## src/rtl/swa_pkg.sv

```systemverilog
// Shared constants, widths and helper functions of the three-wheel swerve
// kinematics block. No dependencies.
package swa_pkg;

   localparam int CORDIC_STAGES = 16;
   localparam int SQRT_STEPS    = 16;
   localparam int WHEEL_STEPS   = (CORDIC_STAGES > SQRT_STEPS) ? CORDIC_STAGES : SQRT_STEPS;

   localparam int RADIUS_RESET = 300;
   localparam int SIN120_Q16   = 56756;
   localparam int MAG_LIM      = 32767;
   localparam int ANG_LIM      = 18000;

   // CORDIC datapath widths: samples scaled by 256 plus gain growth.
   localparam int CW = 27;
   localparam int ZW = 33;

   // Saturate a wide signed value to the symmetric 16-bit range.
   function automatic logic signed [15:0] sat16(input logic signed [47:0] v);
      logic signed [15:0] r;
      if (v > 48'sd32767) begin
         r = 16'sd32767;
      end else if (v < -48'sd32767) begin
         r = -16'sd32767;
      end else begin
         r = v[15:0];
      end
      return r;
   endfunction

   // atan(2^-i) in 0.01 degree, Q16, rounded.
   function automatic logic [31:0] atan_q16(input logic [4:0] i);
      logic [31:0] r;
      case (i)
         5'd0:  r = 32'd294912000;
         5'd1:  r = 32'd174096719;
         5'd2:  r = 32'd91987925;
         5'd3:  r = 32'd46694507;
         5'd4:  r = 32'd23437865;
         5'd5:  r = 32'd11730358;
         5'd6:  r = 32'd5866610;
         5'd7:  r = 32'd2933484;
         5'd8:  r = 32'd1466764;
         5'd9:  r = 32'd733385;
         5'd10: r = 32'd366693;
         5'd11: r = 32'd183346;
         5'd12: r = 32'd91673;
         5'd13: r = 32'd45837;
         5'd14: r = 32'd22918;
         5'd15: r = 32'd11459;
         5'd16: r = 32'd5730;
         5'd17: r = 32'd2865;
         5'd18: r = 32'd1432;
         5'd19: r = 32'd716;
         5'd20: r = 32'd358;
         5'd21: r = 32'd179;
         5'd22: r = 32'd90;
         5'd23: r = 32'd45;
         default: r = 32'd0;
      endcase
      return r;
   endfunction

endpackage

```

## src/rtl/swa_kin.sv

```systemverilog
// Three-stage kinematics front end: yaw term, per-wheel x/y components and
// saturation. Depends on swa_pkg.
module swa_kin (
   input  logic               clock,
   input  logic               reset,
   input  logic               en,
   input  logic               in_valid,
   input  logic signed [15:0] vel_x,
   input  logic signed [15:0] vel_y,
   input  logic signed [15:0] vel_w,
   input  logic        [9:0]  radius,
   output logic               out_valid,
   output logic signed [15:0] xa,
   output logic signed [15:0] ya,
   output logic signed [15:0] xb,
   output logic signed [15:0] yb,
   output logic signed [15:0] xc,
   output logic signed [15:0] yc
);

   logic [2:0] v_ff;

   // Stage 1
   logic signed [26:0] t_ff, t_in;
   logic signed [15:0] vx1_ff, vy1_ff;
   // Stage 2
   logic signed [44:0] p_ff, p_in;
   logic signed [15:0] xa2_ff, ya2_ff, xbc2_ff, vy2_ff;
   logic signed [15:0] xa2_in, ya2_in, xbc2_in;
   // Stage 3
   logic signed [15:0] xa3_ff, ya3_ff, xbc3_ff, yb3_ff, yc3_ff;
   logic signed [15:0] yb3_in, yc3_in;

   logic signed [47:0] tq, pq, vx2q, vy3q;

   assign t_in = vel_w * $signed({1'b0, radius});

   always_comb begin
      tq      = 48'(t_ff);
      vx2q    = 48'(vx1_ff);
      xa2_in  = swa_pkg::sat16(vx2q + ((tq + 48'sd2048) >>> 12));
      xbc2_in = swa_pkg::sat16(vx2q + ((48'sd4096 - tq) >>> 13));
      ya2_in  = swa_pkg::sat16(48'(vy1_ff));
      p_in    = t_ff * $signed(18'(swa_pkg::SIN120_Q16));
   end

   always_comb begin
      pq     = 48'(p_ff);
      vy3q   = 48'(vy2_ff);
      yb3_in = swa_pkg::sat16(vy3q + ((pq + 48'sd134217728) >>> 28));
      yc3_in = swa_pkg::sat16(vy3q + ((48'sd134217728 - pq) >>> 28));
   end

   always_ff @(posedge clock) begin
      if (reset) begin
         v_ff <= '0;
      end else if (en) begin
         v_ff <= {v_ff[1:0], in_valid};
      end
   end

   always_ff @(posedge clock) begin
      if (en) begin
         t_ff    <= t_in;
         vx1_ff  <= vel_x;
         vy1_ff  <= vel_y;
         p_ff    <= p_in;
         xa2_ff  <= xa2_in;
         ya2_ff  <= ya2_in;
         xbc2_ff <= xbc2_in;
         vy2_ff  <= vy1_ff;
         xa3_ff  <= xa2_ff;
         ya3_ff  <= ya2_ff;
         xbc3_ff <= xbc2_ff;
         yb3_ff  <= yb3_in;
         yc3_ff  <= yc3_in;
      end
   end

   assign out_valid = v_ff[2];
   assign xa = xa3_ff;
   assign ya = ya3_ff;
   assign xb = xbc3_ff;
   assign yb = yb3_ff;
   assign xc = xbc3_ff;
   assign yc = yc3_ff;

   // Saturation never lets the most negative code through.
   a_sat_x : assert property (@(posedge clock) disable iff (reset)
      out_valid |-> (xa != -16'sd32768 && xb != -16'sd32768))
      else $error("unsaturated x component");

endmodule

```

## config.mk

```make
export PLATFORM = sky130hd
export DESIGN_NAME = swa_kin
export DESIGN_NICKNAME = d
export VERILOG_FILES = /design/src/rtl/swa_pkg.sv /design/src/rtl/swa_kin.sv
export SDC_FILE = /design/constraint.sdc
export NUM_CORES = 1
export LEC_CHECK = 0
export BUFFER_PORTS_ARGS = -buffer_cell sky130_fd_sc_hd__buf_2
export CORE_MARGIN = 3
export CORE_UTILIZATION = 55
export CTS_CLUSTER_DIAMETER = 40
export DETAILED_ROUTE_END_ITERATION = 6
export PLACE_DENSITY = 0.77
export SLEW_MARGIN = 20
export SYNTH_ARGS = -nofsm -noshare
export SYNTH_HDL_FRONTEND = slang
export SYNTH_SLANG_ARGS = --single-unit
```

## constraint.sdc

```tcl
create_clock -name clock -period 8.1 [get_ports clock]
set_input_delay 0.81 -clock clock [delete_from_list [all_inputs] [get_ports clock]]
set_output_delay 0.81 -clock clock [all_outputs]
set_load 0.005 [all_outputs]
```

==> results of run 1 <==
==> placed cells by master (no fill, tap or decap), types with 15 or more instances in the layout <==
cell,Yosys,layout
sky130_fd_sc_hd__nand4_1,23,23
sky130_fd_sc_hd__and2_1,87,87
sky130_fd_sc_hd__a211oi_1,17,17
sky130_fd_sc_hd__nand3_1,44,44
sky130_fd_sc_hd__a31oi_1,16,15
sky130_fd_sc_hd__o21ai_0,88,88
sky130_fd_sc_hd__nor2_1,92,92
sky130_fd_sc_hd__fa_1,349,349
sky130_fd_sc_hd__maj3_1,22,22
sky130_fd_sc_hd__edfxtp_1,245,245
sky130_fd_sc_hd__inv_1,582,582
sky130_fd_sc_hd__nand2b_1,16,16
sky130_fd_sc_hd__xnor2_1,135,134
sky130_fd_sc_hd__ha_1,301,301
sky130_fd_sc_hd__a21oi_1,102,102
sky130_fd_sc_hd__nor2b_1,30,30
sky130_fd_sc_hd__xor2_1,50,50
sky130_fd_sc_hd__nand2_1,165,165
sky130_fd_sc_hd__buf_2,5,157
sky130_fd_sc_hd__o21a_1,23,23
sky130_fd_sc_hd__nor3_1,28,28
sky130_fd_sc_hd__nor4_1,16,16
sky130_fd_sc_hd__a21o_1,54,54
sky130_fd_sc_hd__clkbuf_16,0,39
==> through the flow <==
| stage | cell area [sq um] | utilization (%) | setup slack, ns | hold WS [ns] |
|---|---|---|---|---|
| 6_report | 30640 | 61.06 | 1.489 | 0.4142 |
| 3_3_place_gp | 29330 | 58.46 | 1.701 | 0.4011 |
| 4_1_cts | 30620 | 61.04 | 1.498 | 0.4003 |
| 5_1_grt | 30640 | 61.06 | 1.042 | 0.4144 |
| 2_1_floorplan | 27970 | - | 1.330 | 0.4003 |
| 3_5_place_dp | 29330 | 58.46 | 1.507 | 0.4045 |
==> kinds of logic (layout without fill, tap and decap cells) <==
| family | count (synthesis) | in the layout | synth area share, % |
|---|---|---|---|
| adders and majority gates | 672 | 672 | 39.23 |
| buffers and inverters | 651 | 813 | 8.991 |
| and+or+nand+nor | 564 | 564 | 10.24 |
| AOI/OAI and AO/OA | 387 | 387 | 8.974 |
| DFF | 248 | 248 | 26.52 |
| xor gates and xnor gates | 185 | 185 | 5.793 |
| muxes | 7 | 7 | 0.2550 |
==> final cells by class <==
type,count,area share (%)
Multi-Input combinational cell,1815,58.93
Inverter,584,7.155
Sequential cell,248,24.21
Timing Repair Buffer,162,2.753
Clock buffer,39,3.186
Clock inverter,28,1.025
Tap cell,672,2.745
==> cells in the mapped netlist, types with 17 or more instances <==
master,instances
sky130_fd_sc_hd__clkbuf_1,43
sky130_fd_sc_hd__xor2_1,50
sky130_fd_sc_hd__o21a_1,23
sky130_fd_sc_hd__fa_1,349
sky130_fd_sc_hd__edfxtp_1,245
sky130_fd_sc_hd__a21o_1,54
sky130_fd_sc_hd__inv_1,582
sky130_fd_sc_hd__nor3_1,28
sky130_fd_sc_hd__o21ai_0,88
sky130_fd_sc_hd__a211oi_1,17
sky130_fd_sc_hd__nand2_1,165
sky130_fd_sc_hd__xnor2_1,135
sky130_fd_sc_hd__and2_1,87
sky130_fd_sc_hd__nor2b_1,30
sky130_fd_sc_hd__nand3_1,44
sky130_fd_sc_hd__nor2_1,92
sky130_fd_sc_hd__buf_4,17
sky130_fd_sc_hd__nand4_1,23
sky130_fd_sc_hd__ha_1,301
sky130_fd_sc_hd__maj3_1,22
sky130_fd_sc_hd__a21oi_1,102
==> critical path, stage by stage, from the launching register on <==
cell                       delay (ns)
sky130_fd_sc_hd__edfxtp_1        0.86
sky130_fd_sc_hd__clkinv_1        0.22
sky130_fd_sc_hd__ha_1            0.42
sky130_fd_sc_hd__inv_1           0.12
sky130_fd_sc_hd__fa_1            0.54
sky130_fd_sc_hd__inv_1           0.05
sky130_fd_sc_hd__fa_1            0.51
sky130_fd_sc_hd__fa_1            0.44
sky130_fd_sc_hd__fa_1            0.55
sky130_fd_sc_hd__inv_1           0.06
sky130_fd_sc_hd__fa_1            0.50
sky130_fd_sc_hd__inv_1           0.05
sky130_fd_sc_hd__ha_1            0.37
sky130_fd_sc_hd__and4_1          0.24
sky130_fd_sc_hd__nand3_1         0.14
sky130_fd_sc_hd__or3_1           0.40
sky130_fd_sc_hd__nand3_1         0.15
sky130_fd_sc_hd__nand2_1         0.15
sky130_fd_sc_hd__o21ai_0         0.35
sky130_fd_sc_hd__o311ai_0        0.20
==> layer usage <==
| layer | global-route usage, % | vias to the layer above | routed length (microns) |
|---|---|---|---|
| met5 | 0 | - | 0 |
| met4 | 6.198 | 0 | 1455 |
| li1 | - | 9127 | - |
| met1 | 29.30 | 9465 | 25130 |
| met3 | 2.655 | 122 | 2672 |
| met2 | 40.29 | 512 | 30120 |
==> final timing paths <==
check	end	slack, ns	cells past startpoint	startpoint
min reg2reg	xb[4]	0.41	0	xbc2_ff[4]
max	p_ff[43]	1.49	19	t_ff[26]
max reg2reg	p_ff[43]	1.49	19	t_ff[26]
min	xb[4]	0.41	0	xbc2_ff[4]
==> flow_results.org, run 1 <==
** Die
- For this design the top-level I/O count stands at roughly 160.
- Placeable core region :: 50170 sq um
- DIE AREA :: ~54000 sq um
- Width of the chip :: about 230 microns
- Number of rows created at floorplan :: 82
- From bottom edge to top edge, the die measures about 230 microns.
- Effective utilization at floorplan :: a little under three fifths

** Drt
- Dividing the detail-routed wire length by the instance count gives 16.74 microns.
- Dividing the detail-routed via count by the number of cells gives roughly 5.4.
- Count of vias placed by the detailed router :: between 15000 and 20000
- Routed WL :: slightly below 60 mm
- Detailed-router iteration count before antenna repair :: 5
- Remaining routing DRC violations :: 0
- Routed Antenna Nets :: 0
- Starting DRT DRC Count :: 1254

** Cells and area
- Largest registers ranked by flip-flop count :: p_ff: 42 flops, t_ff: 27 flops
- Compared with the post-synthesis result, the final layout area differs by 9.528%.
- At the end of the flow, the number of nets in the layout was ~3600.
- The register with the most flip-flops in the layout has 42 of them.
- Share of post-route cells with drive strength above 1 :: 8.727%
- p_ff holds more flip-flops than any other register.
- Combined area of the multi-input logic cells :: ~18000 sq um
- Final cell count without fillers :: 3548
- 0 antenna diodes ended up in the layout.
- The filler cells instantiated in the layout total between 3000 and 4000.
- The sequential cells in the finished layout cover a total of between 7000 and 8000 sq um.

** Timing
- Static timing analysis puts the maximum clock frequency at between 150 and 200 MHz.
- For the final routed database, the setup TNS stands at 0 ns.
- The worst path uses about four fifths of the clock period.
- Headroom to the max-slew limit came out at between 20% and 30%.
- For the pin with the worst max-slew slack, the measured transition is around 1.1 ns.
- Clock Skew :: between 0.02 and 0.025 ns
- The worst path needs about 6.6 ns of the cycle, external delays included.
- RSZ-0062 raised after global routing :: false
- The number of hold violations in the final report was 0.
- Number of setup violations in the final report :: 0
- The final max-slew violation count was 0.

** Place
- After legalization and detailed placement, the total HPWL measured just under 50 mm.
- Weighted congestion reported at the end of routability-driven placement :: between 0.9 and 1
- Number of port buffers :: approximately 160
- Counting tap cells, the placed design contains a total of approximately 3500 instances.

** Logic synthesis
- Counting every net in the synthesized netlist gives about 3400.
- Each instance of the synthesized netlist takes up on average 10.31 sq um.
- Synthesized flop and latch total :: 248
- Sorting the synthesized cells by area gives the leading types as sky130_fd_sc_hd__edfxtp_1 26%, sky130_fd_sc_hd__fa_1 25%, sky130_fd_sc_hd__ha_1 13%.
- Async SR Flop Fraction :: 0%
- Of all cell types, the one taking the most synthesized area is sky130_fd_sc_hd__edfxtp_1.
- Sequential cells were found to cover a little over a quarter of the synthesized design area.
- Counting every instance in the synthesized netlist gives 2714.
- The top cell type by area accounts for 26.30% of the synthesized area.
- Syn. warnings :: 0
- The synthesized design contains 245 enable-type register cells.
- Leading register cell type out of synthesis :: sky130_fd_sc_hd__edfxtp_1
- Synth unique cells :: just over 80
- Total standard cell area after synthesis :: 27970 sq um

** Setup path
- Startpoint types :: flip-flop
- Worst Path Max Fanout :: 19
- The worst setup path is captured at a flip-flop.
- Startpoint-to-endpoint class of the critical path :: reg -> reg
- Data on the critical path is required at its endpoint by roughly 8.4 ns.
- For the worst setup path, the data arrival time is roughly 6.9 ns.

** Clock network
- The clock drives approximately 250 sinks.
- Clk root buf :: sky130_fd_sc_hd__clkbuf_16
- Clk_lat worst skew :: ~0.54 ns
- In this run, post-CTS repair resized a total of 0 instances.
- After clock tree synthesis, the clock-pin slew on the worst setup and hold paths is 0.06 ns.
- After clock tree synthesis, the setup repair step added 0 buffers.
- The number of clock buffers added by TritonCTS is 37.
- Largest buffer count on any clock path :: 3
- TritonCTS built the clock tree.
- CTS built an H-tree with a depth of 2.
- Total of hold buffers inserted after clock tree synthesis :: 0

** Global routing
- First-pass GRT wire length :: 99.59 mm
- GRT Total Usage :: a little under a quarter
- Summed over all layers, the global routing overflow is 0.
- The via count of the first global-routing pass is between 20000 and 25000.
- Largest net degree at the start of global routing :: approximately 130
- The number of antenna violations at the first check in global routing is 0.

** Run status
- The flow ran to the end, and the final reports show no timing, DRC or antenna violations.

** Worst hold path
- Hold crit path type :: reg -> reg

** Job
- Across the run, the number of max-cap violations was 0.
Power of run 1 is left out: the tool's default activity adds up to more than one toggle a clock period on the data nets, which glitch-free logic cannot reach.
==> inputs of run 2 (changes only) <==
--- a/config.mk
+++ b/config.mk
@@ -5,12 +5,13 @@
 export SDC_FILE = /design/constraint.sdc
 export NUM_CORES = 1
 export LEC_CHECK = 0
+export ABC_AREA = 1
 export BUFFER_PORTS_ARGS = -buffer_cell sky130_fd_sc_hd__buf_2
 export CORE_MARGIN = 3
 export CORE_UTILIZATION = 55
 export CTS_CLUSTER_DIAMETER = 40
 export DETAILED_ROUTE_END_ITERATION = 6
-export PLACE_DENSITY = 0.77
+export PLACE_DENSITY = 0.8
 export SLEW_MARGIN = 20
 export SYNTH_ARGS = -nofsm -noshare
 export SYNTH_HDL_FRONTEND = slang
==> constraint.sdc (replaced) <==
create_clock -name clock -period 5.95 [get_ports clock]
set_input_delay 0.595 -clock clock [delete_from_list [all_inputs] [get_ports clock]]
set_output_delay 0.595 -clock clock [all_outputs]
set_load 0.005 [all_outputs]
==> flow_results.org, run 2 <==
** Run status
- The run finished with clean final reports.

** Setup path
- The worst setup path is captured at a flip-flop.
- Startpoint-to-endpoint class of the critical path :: reg -> reg
- In this run the critical register-to-register path is launched from t_ff[23].
- The signal on the critical path passes through inv_2 -> ha_1 -> inv_1 -> fa_1 -> inv_1 -> fa_1 -> inv_1 -> fa_1 -> inv_1 -> fa_1 -> inv_1 -> fa_1 -> inv_1 -> ha_2 -> nand2_1 -> nor2_1 -> inv_1 -> nor4_4 -> nand4_1 -> nand3_1 -> xor2_1.
- Setup slack of the worst register-to-register path :: 0.13 ns (-1.35 ns)
- The worst setup path is launched from a flip-flop.
- The worst path required time came to 6.35 ns (-2.00 ns).
- R2R cell count :: 21 (+2)
- Worst Path Max Fanout :: 6 (-13)
- Crit path arrival time :: 6.22 ns (-0.64 ns)
- The highest cell delay on the worst timing path was 0.57 ns (-0.29 ns).
- Worst setup path startpoint :: t_ff[23]
- Crit path max-delay cell type :: sky130_fd_sc_hd__edfxtp_1
- Critical Path Most Common Cell :: sky130_fd_sc_hd__inv_1
- In this run the worst setup path terminates at p_ff[41].
- The worst register-to-register path ends at p_ff[41].

** Place
- The total placed cells including tap cells was 4218 (+21%).
- The placed wire-length estimate was 57.51 mm (+17%).
- Number of port buffers :: 158 (unchanged)
- Weighted congestion reported at the end of routability-driven placement :: 0.9560 (about the same)

** Clock network
- The maximum clock path buffer count is 3 (unchanged).
- Number of sinks handled by clock tree synthesis :: 248 (unchanged)
- TritonCTS clock tree :: built
- Clock-pin slew on the worst setup and hold paths :: 0.06 ns (about the same)
- The clock network latency to the later pin of the worst-skew pair is 0.57 ns (+0.03 ns).
- Total CTS buffers :: 38 (+2.7%)
- Deepest level of the CTS H-tree :: 2 (unchanged)
- The tree is rooted in a sky130_fd_sc_hd__clkbuf_16.

** Logic synthesis
- Post-Syn Instances :: 3425 (+26%)
- The number of flops mapped to enable cells by yosys was 245 (unchanged).
- The largest total area in the synthesized netlist belongs to sky130_fd_sc_hd__edfxtp_1.
- Syn. warnings :: 0 (unchanged)
- Yosys attributes the largest share of cell area to sky130_fd_sc_hd__edfxtp_1 25%, sky130_fd_sc_hd__fa_1 24%, sky130_fd_sc_hd__ha_1 13%.
- The post-synthesis instance area was 29610 sq um (+5.9%).
- Top cells by instance count after synthesis :: 903 x sky130_fd_sc_hd__inv_1, 686 x sky130_fd_sc_hd__nand2_1, 349 x sky130_fd_sc_hd__fa_1, 301 x sky130_fd_sc_hd__ha_1, 245 x sky130_fd_sc_hd__edfxtp_1
- Synth unique cells :: 52 (-37%)
- Synthesized flop and latch total :: 248 (unchanged)
- The average cell area after synthesis came to 8.645 sq um (-16%).
- Syn_nets :: 4137 (+21%)
- Async SR Flop Fraction :: 0% (unchanged)
- sky130_fd_sc_hd__inv_1 is the most common cell in the netlist.
- The most used flip-flop cell after synthesis is sky130_fd_sc_hd__edfxtp_1.
- The portion of synthesized cell area occupied by the leading cell type was 24.85% (-1.5 points).
- Register area share after synthesis :: 25.05% (-1.5 points)

** Drt
- Routed Antenna Nets :: 0 (unchanged)
- The routed metal-1 wirelength is 28.37 mm (+13%).
- Count of vias placed by the detailed router :: 22060 (+15%)
- Final routed wire length divided by cell count :: 15.84 microns (-5.4%)
- Starting DRT DRC Count :: 1345 (+7.3%)
- The routed wire length on met2 is 34.38 mm (+14%).
- The highest layer touched by signal routing is met4.
- Remaining routing DRC violations :: 0 (unchanged)
- The total length of routed met3 wires came to 3.357 mm (+26%).
- The number of vias per cell after detailed routing was 5.131 (-5.3%).
- Detailed-router iteration count before antenna repair :: 5 (unchanged)
- Routed WL :: 68.10 mm (+15%)

** Global routing
- Antenna violations before repair :: 0 (unchanged)
- The global-route usage over all layers was 24.61% (+2.0 points).
- The wire length of the first global-routing pass was 112.1 mm (+13%).
- Number of global-route vias before repair :: 22700 (+12%)
- The maximum number of pins on one net before global-route repair was 127 (-5.2%).
- Global route overflow :: 0 (unchanged)

** Job
- The number of max-cap violations is 0 (unchanged).

** Cells and area
- Commonest non-fill, non-tap cell in the layout :: sky130_fd_sc_hd__inv_1
- The largest registers in the layout are p_ff: 42 flops, t_ff: 27 flops.
- Register with the most flip-flops :: p_ff
- The final layout net count came to 4294 (+21%).
- Final cell count without fillers :: 4300 (+21%)
- The library cells used most frequently in the layout, excluding fill and tap cells, are 896 x sky130_fd_sc_hd__inv_1, 686 x sky130_fd_sc_hd__nand2_1, 349 x sky130_fd_sc_hd__fa_1.
- The count of antenna diodes in the layout was 0 (unchanged).
- The number of flip-flops in the largest register was 42 (unchanged).
- Syn-to-layout area delta :: 9.855%
- The fraction of layout instances using a drive strength above 1 came to 9.053% (+0.33 points).

** Die
- Number of placed I/O pins :: 159 (unchanged)
- Placeable core region :: 52870 sq um (+5.4%)
- Number of rows created at floorplan :: 84 (+2.4%)
- Width of the chip :: 238.0 microns (+2.8%)
- The overall die height came to 238.0 microns (+2.8%).
- The initial standard-cell utilization of the core is 56.01% (+0.26 points).
- The full die area came to 56650 sq um (+5.7%).

** Timing
- The final cycle utilization of the critical path came to 97.75% (+16 points).
- Hold_ws :: 0.2030 ns (-0.2112 ns)
- Fin. Hold Viols :: 0 (unchanged)
- Crit path time final :: 5.816 ns (-0.7951 ns)
- Slew @ Worst Pin :: 0.9970 ns (-0.07339 ns)
- Clock Skew :: 0.01998 ns (-0.002462 ns)
- Max Slew Vio Count :: 0 (unchanged)
- The count of final setup violators is 0 (unchanged).
- The maximum frequency from static timing analysis came to 171.9 MHz (+14%).
- The worst max-slew margin expressed relative to the limit came to 33.53% (+4.9 points).

** Worst hold path
- In this run the worst hold path is classified as in -> reg.
- Start point of the worst min-delay path :: vel_y[2]
-- run 2: worst max-delay path, delay by kind of cell, from the launching register on --
family | cells | cell delay [ns]
XOR/XNOR | 1 | 0.18
flip-flops | 1 | 0.57
adder cells (fa/ha/maj) | 7 | 3.38
buffers and inverters | 8 | 0.63
AND/OR/NAND/NOR | 5 | 0.88
-- run 2: logic make-up (layout without fill, tap and decap cells) --
| logic type | Yosys count | count (layout) | share of synthesized area (%) |
|---|---|---|---|
| AOI/OAI and AO/OA | 276 | 276 | 5.439 |
| DFF | 248 | 248 | 25.05 |
| adders and majority gates | 650 | 650 | 36.32 |
| and+or+nand+nor | 1116 | 1116 | 15.76 |
| xor gates and xnor gates | 155 | 155 | 4.636 |
| buffers and inverters | 980 | 1167 | 12.80 |
-- run 2: how the worst min path moves through the flow --
| stage | end | slack, ns | cells past startpoint |
|---|---|---|---|
| CTS | vy1_ff[3] | 0.18 | 1 |
| floorplan | xa[0] | 0.40 | 0 |
| finish | vy1_ff[2] | 0.20 | 1 |
| global route | vy1_ff[4] | 0.19 | 1 |
| detailed placement | xa[13] | 0.40 | 0 |
| global placement | ya[1] | 0.40 | 0 |
-- run 2: through the flow --
step,worst slack [ns],util (%),TNS (ns),area (sq um)
detailed placement,0.01147,58.72,0,31040
global route,-0.06948,61.53,-0.1881,32530
CTS,0.01196,61.15,0,32330
global placement,-0.06114,58.72,-0.06114,31040
finish,0.1338,61.53,0,32530
floorplan,0.00002753,-,0,29640
-- run 2: per-layer routing --
metal	up-vias	GRT usage, %
met3	135	2.670
met5	-	0
met1	10540	31.17
li1	10800	-
met2	596	44.37
met4	0	7.971
-- run 2: cell type report --
class                           instances  area [sq um]
Multi-Input combinational cell       2197         18530
Clock buffer                           41         962.2
Fill cell                            4375         20340
Tap cell                              688         860.8
Timing Repair Buffer                  183          1001
Clock inverter                         29         316.6
Sequential cell                       248          7417
Inverter                              914          3435
-- run 2: repair_timing --
action | 4_1_cts | 5_1_grt
gates resized for setup | 1 | 27
pin swaps | 0 | 0
endpoints found under the setup margin | 1 | 11
hold buffers | 0 | 0
gates cloned | 0 | 0
setup buffers | 0 | 12
Power of run 2 is left out for the same reason.
